===== src/gbfp_pkg.sv =====
// Package for the grid path search block.
// Types, opcodes, sequencer states, grid size and neighbour step tables; no dependencies.
package gbfp_pkg;

   localparam int CFG_W = 6;
   localparam int MAX_SIDE = 32;

   typedef enum logic [2:0] {
      KIND_BLOCK   = 3'd0,
      KIND_UNBLOCK = 3'd1,
      KIND_CLEAR   = 3'd2,
      KIND_SEARCH  = 3'd3,
      KIND_READ    = 3'd4
   } kind_type;

   typedef enum logic [1:0] {
      CSR_WIDTH  = 2'd0,
      CSR_HEIGHT = 2'd1,
      CSR_DIAG   = 2'd2
   } csr_idx_type;

   typedef enum logic [3:0] {
      ST_IDLE,
      ST_CLEAR,
      ST_MAP_CLR,
      ST_INIT,
      ST_SCAN,
      ST_SCAN_END,
      ST_EXPAND,
      ST_TRACE,
      ST_TRACE_RD,
      ST_COPY,
      ST_COPY_WR,
      ST_DONE
   } state_type;

   // step order: (0,+1) (+1,0) (0,-1) (-1,0) (-1,-1) (+1,+1) (-1,+1) (+1,-1)
   function automatic logic signed [1:0] step_dx(input logic [2:0] d);
      case (d)
         3'd0: step_dx = 2'sd0;
         3'd1: step_dx = 2'sd1;
         3'd2: step_dx = 2'sd0;
         3'd3: step_dx = -2'sd1;
         3'd4: step_dx = -2'sd1;
         3'd5: step_dx = 2'sd1;
         3'd6: step_dx = -2'sd1;
         default: step_dx = 2'sd1;
      endcase
   endfunction

   function automatic logic signed [1:0] step_dy(input logic [2:0] d);
      case (d)
         3'd0: step_dy = 2'sd1;
         3'd1: step_dy = 2'sd0;
         3'd2: step_dy = -2'sd1;
         3'd3: step_dy = 2'sd0;
         3'd4: step_dy = -2'sd1;
         3'd5: step_dy = 2'sd1;
         3'd6: step_dy = 2'sd1;
         default: step_dy = -2'sd1;
      endcase
   endfunction

endpackage


===== src/gbfp_heur.sv =====
// Heuristic unit: 10*(|dx|+|dy|) summed against goal and source.
// Depends on gbfp_pkg.
module gbfp_heur #(
   parameter int CW = 5,
   parameter int FW = 14
) (
   input  logic [CW-1:0] cx,
   input  logic [CW-1:0] cy,
   input  logic [CW-1:0] ax,
   input  logic [CW-1:0] ay,
   input  logic [CW-1:0] bx,
   input  logic [CW-1:0] by,
   output logic [FW-1:0] f
);
   import gbfp_pkg::*;
   logic [CW-1:0] d0, d1, d2, d3;
   logic [CW+2:0] s;
   always_comb begin
      d0 = (cx > ax) ? cx - ax : ax - cx;
      d1 = (cy > ay) ? cy - ay : ay - cy;
      d2 = (cx > bx) ? cx - bx : bx - cx;
      d3 = (cy > by) ? cy - by : by - cy;
      s = (CW+3)'(d0) + (CW+3)'(d1) + (CW+3)'(d2) + (CW+3)'(d3);
      f = FW'(({s, 3'b000}) + ({s, 1'b0}));
   end
endmodule

===== config.mk =====
export PLATFORM = sky130hd
export DESIGN_NAME = gbfp_heur
export DESIGN_NICKNAME = d
export VERILOG_FILES = /design/src/gbfp_pkg.sv /design/src/gbfp_heur.sv
export SDC_FILE = /design/constraint.sdc
export NUM_CORES = 1
export LEC_CHECK = 0
export ABC_CLOCK_PERIOD_IN_PS = 8850
export BUFFER_PORTS_ARGS = -buffer_cell sky130_fd_sc_hd__buf_2
export CORE_MARGIN = 1
export CORE_UTILIZATION = 40
export DETAILED_ROUTE_END_ITERATION = 10
export SLEW_MARGIN = 20
export SYNTH_ARGS = -nofsm -noshare
export SYNTH_HDL_FRONTEND = slang
export SYNTH_SLANG_ARGS = --single-unit

===== constraint.sdc =====
create_clock -name vclk -period 8.85
set_input_delay 0.4425 -clock vclk [all_inputs]
set_output_delay 0.4425 -clock vclk [all_outputs]
set_load 0.01 [all_outputs]

# Word-level counts from Yosys, hierarchy flattened
# Cells that the tools add are included.
# Widths: inputs -> output; s select.
dict set report word_totals {
  reg_bits 0
  input_bits 30
  out_inout_bits 14
  wordCells 20
}
dict set report op_classes {
  n_addsub 12
  order_cmp 4
  n_mux 4
}
# cell count
set op_table {}
lappend op_table {{$sub 5x5->5} 8}
lappend op_table {{$gt 5x5->1} 4}
lappend op_table {{$mux 5} 4}
lappend op_table {{$add 11x9->12} 1}
lappend op_table {{$add 7x5->8} 1}
lappend op_table {{$add 6x5->7} 1}
lappend op_table {{$add 5x5->6} 1}

# Depth between registers and ports, before layout
# Gate-level depths: netlist of run 1.
dict set report depth {
  ltp_word 6
  mapped_depth 23
  ltp_nobuf 22
}

# Worst setup path after synthesis of run 1
# No wires, ideal clock.
dict set report synth_path {
  kind {input-to-output}
  startpoint {in cx[1]}
  endpoint {out f[9]}
  t_arrival_ps 4812
  required_ps 8408
  slack_ps 3596
  path_stages 21
  n_path_buf 0
  path_cell_list {inv_1 ha_1 nor2b_1 o31ai_2 a21oi_4 mux2_2 fa_1 inv_1 fa_1 inv_1 ha_1 inv_1 fa_1 xnor2_2 inv_1 fa_1 nor2b_1 o21a_1 o21ai_0 a21oi_1 xnor2_1}
}
dict set report synth_between {
  elab_chain_len 6
  word_cells_on_any_way 12
  classes_between {8 x add/sub; 2 x order compare; 2 x mux}
}
# item line
set synth_rtl {}
lappend synth_rtl {{start: declaration} gbfp_heur.sv:7} ;# input logic [CW-1:0] cx,
lappend synth_rtl {{$sub 5x5->5 / $gt 5x5->1 (equally long branches)} gbfp_heur.sv:19} ;# d0 = (cx > ax) ? cx - ax : ax - cx;
lappend synth_rtl {{$mux 5} gbfp_heur.sv:19}
lappend synth_rtl {{$add 5x5->6} gbfp_heur.sv:23} ;# s = (CW+3)'(d0) + (CW+3)'(d1) + (CW+3)'(d2) + (CW+3)'(d3);
lappend synth_rtl {{$add 6x5->7 *} gbfp_heur.sv:23}
lappend synth_rtl {{$add 7x5->8 *} gbfp_heur.sv:23}
lappend synth_rtl {{$add 11x9->12 *} gbfp_heur.sv:24} ;# f = FW'(({s, 3'b000}) + ({s, 1'b0}));
lappend synth_rtl {{end: declaration} gbfp_heur.sv:13} ;# output logic [FW-1:0] f
# Every way passes the cells marked *; elsewhere a longest branch is shown, timed or not.

# Final worst setup path of run 1
# Same ends and word-level chain as after synthesis.

==> run metrics, run 1 <==
Setup Viol. Count Final=0; vias in the first global route=1,629; seq_cells=0; kind of critical path=primary input to output pin; fillers=539; gpl congestion=0.854; Mapped Area=2240 um2; hold_buf cts=0; initial antenna violation count=0; cts repair resizes=0; max-slew violation count=0; Reg area=0 um2; number of top-level pins=44; Cell variety after synth=33; share of cells above drive strength 1=19.5%; Post-CTS Setup Repair Bufs=0; cells after synthesis=262; largest net degree at the start of global routing=8; Hold Fails Final Rpt=0; cell area after placement=2470 um2; sequential element share of the synthesized area=0%; drt wl/cell=11.4 um; critical path startpoint=cx[1]; Yosys top cell area share=26.3%; antenna-violating nets left=0; 1st-pass router iterations=4; Max Cap Viol=0; crit path max fanout=5; first-pass GRT wire length=7.14 mm; setup TNS=0 ns; Ant. Diodes=0; die area=5890 um2; area leader, netlist=ha_1; Starting DRT DRC Count=23; synthesis warning total=0; RSZ-0062 raised after global routing=false; Crit. End Element=output pin; Initial Util=42.7%; Post-Layout Inst Area=2470 um2; Final #Nets=395; syn_area_per_cell=8.53 um2; Tcrit/Tclk final=66.2%; status=completed; Critical Path Source Type=primary input; total gr overflow=0; Hold Path Origin=by[0]; dpl hpwl=3.85 mm; GRT Resource Usage Total=14.3%; die width=76.8 um; DRC errors left=0; DIE HEIGHT=76.8 um; dominant cells by area after synthesis=ha_1 (26%), fa_1 (17%), inv_1 (11%); worst hold path class=primary input to output pin; WP data required=8.41 ns; clk_buf instances=0; row cnt=26; core area=5240 um2; WP data arrival=5.41 ns; crit path time final=5.86 ns; Vias/cell=4.60; Max Fclk=171 MHz; drt total wl=4.19 mm; # port buffers=40; Syn-to-layout area delta=10.7%; via count=1,688
## layout by cell type (no fill, tap or decap), types with 2 or more instances in the layout
cell / netlist / final
a211oi_1: 2 / 2
a21o_1: 13 / 13
a21oi_1: 17 / 17
a21oi_4: 4 / 4
buf_2: 0 / 40
conb_1: 1 / 4
fa_1: 19 / 19
ha_1: 47 / 47
inv_1: 67 / 67
mux2_2: 3 / 3
mux2i_1: 15 / 15
nand4_1: 3 / 3
nor2_1: 12 / 12
nor2b_1: 3 / 3
o21a_1: 9 / 9
o21ai_0: 2 / 2
o31ai_2: 4 / 4
xnor2_1: 11 / 11
xnor2_2: 2 / 2
xor2_1: 7 / 7
## Yosys cell counts, types with 4 or more instances
cell	n
a21o_1	13
a21oi_1	17
a21oi_4	4
buf_4	8
fa_1	19
ha_1	47
inv_1	67
mux2i_1	15
nor2_1	12
o21a_1	9
o31ai_2	4
xnor2_1	11
xor2_1	7
## logic make-up after synthesis
kind of cell / synth area share [%]
other cells: 0.168
simple gates: 5.65
xor+xnor: 8.51
buf+inv: 13.9
compound gates: 19.6
mux: 8.84
fa+ha+maj: 43.3
## worst max-delay path: stages
cell and delay, ns:
buf_2 0.16, inv_1 0.13, ha_1 0.34, nor2b_1 0.21, o31ai_2 0.10, a21oi_4 0.22, mux2_2 0.38, fa_1 0.53
inv_1 0.05, fa_1 0.47, inv_1 0.07, ha_1 0.16, inv_1 0.05, fa_1 0.41, xnor2_2 0.28, inv_1 0.14
fa_1 0.48, nor2b_1 0.13, o21a_1 0.13, o21ai_0 0.07, a21oi_1 0.18, xnor2_1 0.13, buf_2 0.14
## per-stage QoR
step | utilization, % | hold slack [ns] | std cells | worst slack, ns
finish | 47.3 | 1.57 | 367 | 2.99
CTS | 47.3 | 1.58 | 367 | 2.98
floorplan | - | 1.32 | 265 | 3.60
global route | 47.3 | 1.64 | 367 | 2.65
global placement | 47.3 | 1.59 | 367 | 3.07
detailed placement | 47.3 | 1.57 | 367 | 2.99
## path summary, 6_finish.rpt
path | to | cells past startpoint | slack (ns)
min | f[1] | 5 | 1.57
max | f[9] | 23 | 2.99
## layout make-up
| class | count | area [um2] | area share (%) |
|---|---|---|---|
| Tap cell | 70 | 87.6 | 3.54 |
| Multi-Input combinational cell | 190 | 1940 | 78.2 |
| Inverter | 67 | 251 | 10.2 |
| Timing Repair Buffer | 40 | 200 | 8.09 |
## per-layer routing
| layer | wire (um) | vias to the layer above | GRT usage, % |
|---|---|---|---|
| li1 | - | 911 | - |
| met2 | 1910 | 29 | 25.5 |
| met3 | 97 | 0 | 0.238 |
| met1 | 2180 | 748 | 20.3 |
| met5 | 0 | - | 0 |
| met4 | 0 | 0 | 0 |
Power of run 1 is left out: the tool's default activity adds up to more than one toggle a clock period on the data nets, which glitch-free logic cannot reach.
==> inputs of run 2 (changes only) <==
Settings changed: ABC_CLOCK_PERIOD_IN_PS 8850 to 6000.
Clock period 8.85 ns to 6 ns, I/O delays scaled along.
==> run metrics, run 2 (synthesized netlist as in run 1, its figures left out) <==
status=completed; RSZ-0062 raised after global routing=false; antenna-violating nets left=0 (unchanged); DRC errors left=0 (unchanged); worst hold path class=primary input to output pin; GRT Resource Usage Total=14.4% (+0.054 points); Critical Path Source Type=primary input; most frequent cells in the layout=inv_1 (67), ha_1 (47), buf_2 (40), fa_1 (19), a21oi_1 (17); largest net degree at the start of global routing=8 (unchanged); # port buffers=40 (unchanged); 1st-pass router iterations=4 (unchanged); final instance count without filler cells=367 (unchanged); hold_buf cts=0 (unchanged); footprint of the multi-input gates=1940 um2 (unchanged); Reg area=0 um2 (unchanged); WP data required=5.70 ns (-2.71 ns); drt total wl=4.19 mm (unchanged); first-pass GRT wire length=7.18 mm (+0.57%); core area=5240 um2 (unchanged); total gr overflow=0 (unchanged); Hold Path Origin=by[0]; Ant. Diodes=0 (unchanged); Tcrit/Tclk final=92.3%; crit path max fanout=5 (unchanged); via count=1,704 (+0.95%); Initial Util=42.7% (unchanged); row cnt=26 (unchanged); clk_buf instances=0 (unchanged); Starting DRT DRC Count=18 (-22%); placed cells=367 (unchanged); crit path time final=5.54 ns; initial antenna violation count=0 (unchanged); seq_cells=0 (unchanged); cts repair resizes=0 (unchanged); pre-CTS setup slack=0.437 ns (-2.55 ns); fillers=519 (-3.7%); dpl hpwl=3.86 mm (+0.28%); Syn-to-layout area delta=10.7% (unchanged); Worst Slack Setup Final=0.462 ns (-2.53 ns); die width=76.8 um (unchanged); Setup Viol. Count Final=0 (unchanged); WP data arrival=5.24 ns (-0.17 ns); share of cells above drive strength 1=19.5% (unchanged); Max Cap Viol=0 (unchanged); drt wl/cell=11.4 um (unchanged); number of top-level pins=44 (unchanged); Final #Nets=395 (unchanged); gpl congestion=0.853 (about the same); Crit. End Element=output pin; max-slew violation count=0 (unchanged); vias in the first global route=1,670 (+2.5%); DIE HEIGHT=76.8 um (unchanged); setup TNS=0 ns (unchanged); Vias/cell=4.64 (+0.95%); critical path startpoint=cx[1]; die area=5890 um2 (unchanged); Max Fclk=181 MHz; Post-CTS Setup Repair Bufs=0 (unchanged); kind of critical path=primary input to output pin; commonest non-fill, non-tap cell in the layout=inv_1; Hold Fails Final Rpt=0 (unchanged)
==> run 2: cell type report <==
| class | count | share of cell area, % |
|---|---|---|
| multi-input combinational | 190 | 78.2 |
| inverter | 67 | 10.2 |
| timing repair buffer | 40 | 8.09 |
| tap | 70 | 3.54 |
==> run 2: through the flow <==
| step | cell area, um2 | utilization [%] | hold WS, ns |
|---|---|---|---|
| after global routing | 2470 | 47.3 | 1.36 |
| final | 2470 | 47.3 | 1.30 |
| after floorplan | 2250 | - | 1.04 |
| after CTS | 2470 | 47.3 | 1.30 |
| after global placement | 2470 | 47.3 | 1.30 |
| after detailed placement | 2470 | 47.3 | 1.29 |
==> run 2: final timing paths <==
kind | to | slack, ns | cells past startpoint
hold / removal | f[1] | 1.30 | 5
setup / recovery | f[9] | 0.46 | 23
==> run 2: routing by layer <==
layer / track usage, % / vias up / share of wire (%) / wire [um]
met3: 0.476 / 0 / 2.6 / 110
met1: 19.7 / 762 / 51 / 2140
met5: 0 / - / 0 / 0
met2: 26.3 / 33 / 46 / 1940
met4: 0 / 0 / 0 / 0
li1: - / 909 / - / -
==> run 2: critical path, cell delays in order <==
cell     delay [ns]
buf_2          0.15
inv_1          0.13
ha_1           0.34
nor2b_1        0.21
o31ai_2        0.10
a21oi_4        0.21
mux2_2         0.38
fa_1           0.53
inv_1          0.05
fa_1           0.47
inv_1          0.07
ha_1           0.16
inv_1          0.05
fa_1           0.41
xnor2_2        0.28
inv_1          0.14
fa_1           0.48
nor2b_1        0.13
o21a_1         0.13
o21ai_0        0.07
a21oi_1        0.18
xnor2_1        0.13
buf_2          0.14
Power of run 2 is left out for the same reason.
==> inputs of run 3 (changes only) <==
Settings changed: ABC_AREA from default to 1, ABC_CLOCK_PERIOD_IN_PS 6000 to default.
==> run metrics, run 3 <==
setup TNS=0 ns (unchanged); Crit path buffers/inverters=7 (unchanged); Starting DRT DRC Count=69 (+51); Post-CTS Setup Repair Bufs=0 (unchanged); WP data arrival=5.16 ns (-0.08 ns); Crit. End Element=output pin; Ant. Diodes=0 (unchanged); Hold Fails Final Rpt=0 (unchanged); hold_buf cts=0 (unchanged); 1st-pass router iterations=4 (unchanged); clk_buf instances=0 (unchanged); DIE HEIGHT=78.7 um (+2.5%); # port buffers=40 (unchanged); Syn-to-layout area delta=10.6% (about the same); Synth top cells by count=inv_1 (90), nand2_1 (55), ha_1 (47); met1 WL=2.42 mm (+13%); Hold Path Origin=by[0]; Initial Util=42.2% (-0.49 points); area leader, netlist=ha_1; die width=78.7 um (+2.5%); most frequent cells in the layout=inv_1 (90), nand2_1 (55), ha_1 (47), buf_2 (40), a21oi_1 (21); row cnt=27 (+3.8%); Yosys top cell area share=25.0% (-1.3 points); commonest non-fill, non-tap cell in the layout=inv_1; Setup Viol. Count Final=0 (unchanged); synthesis warning total=0 (unchanged); Critical Path Source Type=primary input; Met3 Routed Length=154 um (+40%); core area=5570 um2 (+6.4%); sequential element share of the synthesized area=0% (unchanged); dpl hpwl=4.57 mm (+18%); hold depth=5 (unchanged); die area=6190 um2 (+5.1%); RSZ-0062 raised after global routing=false; Mapped Area=2350 um2 (+5.2%); dominant cells by area after synthesis=ha_1 (25%), fa_1 (16%), inv_1 (14%); DRC errors left=0 (unchanged); crit path max-delay cell type=fa_1; fillers=603 (+16%); biggest cell delay along the critical path=0.55 ns (+0.02 ns); most common cell in the synthesized netlist=inv_1; crit path time final=5.46 ns (-0.0822 ns); max-slew violation count=0 (unchanged); kind of critical path=primary input to output pin; hold worst-path end=f[1]; met2 wire length=2.35 mm (+21%); vias in the first global route=2,036 (+22%); crit path max fanout=8 (+3); crit-path cells=buf_2, inv_1, ha_1, nand2_1, nor3_1, o21ai_2, nand2_1, o21ai_0, fa_1, inv_1, fa_1, inv_1, ha_1, inv_1, fa_1, xnor2_1, inv_1, fa_1, o21ai_0, a21o_1, nand2_1, xnor2_1, buf_2; antenna-violating nets left=0 (unchanged); CP delay by family, top=adder cells; drt total wl=4.95 mm (+18%); worst hold path class=primary input to output pin; seq_cells=0 (unchanged); uppermost layer routed=met4; first-pass GRT wire length=8.76 mm (+22%); initial antenna violation count=0 (unchanged); Final #Nets=477 (+21%); cts repair resizes=0 (unchanged); number of top-level pins=44 (unchanged); GRT Resource Usage Total=17.1% (+2.7 points); status=completed; syn_area_per_cell=6.86 um2 (-20%); Tcrit/Tclk final=90.9% (-1.4 points); via count=2,106 (+24%); Max Cap Viol=0 (unchanged); Cell variety after synth=27 (-18%); drt wl/cell=11.0 um (-3.9%); WP data required=5.70 ns (about the same); total gr overflow=0 (unchanged); Reg area=0 um2 (unchanged); Vias/cell=4.67 (+0.57%); Max Fclk=183 MHz (+1.5%); cells after synthesis=343 (+31%); largest net degree at the start of global routing=9 (+1); share of cells above drive strength 1=14.5% (-5.0 points); CP most frequent cell=inv_1; gpl congestion=0.882 (+3.4%); footprint of the multi-input gates=1970 um2 (+1.9%)
==> run 3: cell types whose count changed in the layout (fill, tap and decap cells not counted), sizes merged, moves of 3 or more <==
cell   delta
nor2b     -5
mux2      -3
o21a      -9
o31ai     -4
o21ai    +21
inv      +23
nand2    +59
mux2i    -16
xnor2     -5
a21o     -12
xor2     +11
nand3    +20
==> run 3: stage by stage <==
step / util (%) / hold WS (ns) / cells / setup slack, ns / cell area, um2
after global placement: 46.7 / 1.29 / 451 / 0.683 / 2600
after detailed placement: 46.7 / 1.29 / 451 / 0.517 / 2600
final: 46.7 / 1.30 / 451 / 0.545 / 2600
after CTS: 46.7 / 1.31 / 451 / 0.540 / 2600
after global routing: 46.7 / 1.36 / 451 / 0.0865 / 2600
after floorplan: - / 1.04 / 346 / 1.07 / 2360
==> run 3: layer usage <==
| metal | GRT usage [%] | vias to the layer above |
|---|---|---|
| met5 | 0 | - |
| met4 | 0.741 | 0 |
| met3 | 0 | 2 |
| met2 | 31.7 | 45 |
| met1 | 23.1 | 931 |
| li1 | - | 1128 |
==> run 3: logic make-up after synthesis <==
family          after synthesis  synth area share (%)
other cells                   1                 0.159
fa+ha+maj                    66                  41.2
xor+xnor                     26                  9.68
compound gates               53                  13.1
buf+inv                      97                  16.6
simple gates                100                  19.3
==> run 3: worst max-delay path by stage <==
stage                     start  cells after the start  slack, ns  endpoint
final                     cx[2]                     23       0.54      f[9]
after detailed placement  cx[2]                     23       0.52      f[9]
after global routing      cx[2]                     23       0.09      f[9]
after floorplan           cx[2]                     21       1.07      f[9]
after CTS                 cx[2]                     23       0.54      f[9]
after global placement    cx[2]                     22       0.68      f[9]
==> run 3: layout make-up <==
cell class | count | area share [%]
tap | 72 | 3.46
inverter | 90 | 13.0
multi-input combinational | 249 | 75.9
timing repair buffer | 40 | 7.70
Power of run 3 is left out for the same reason.
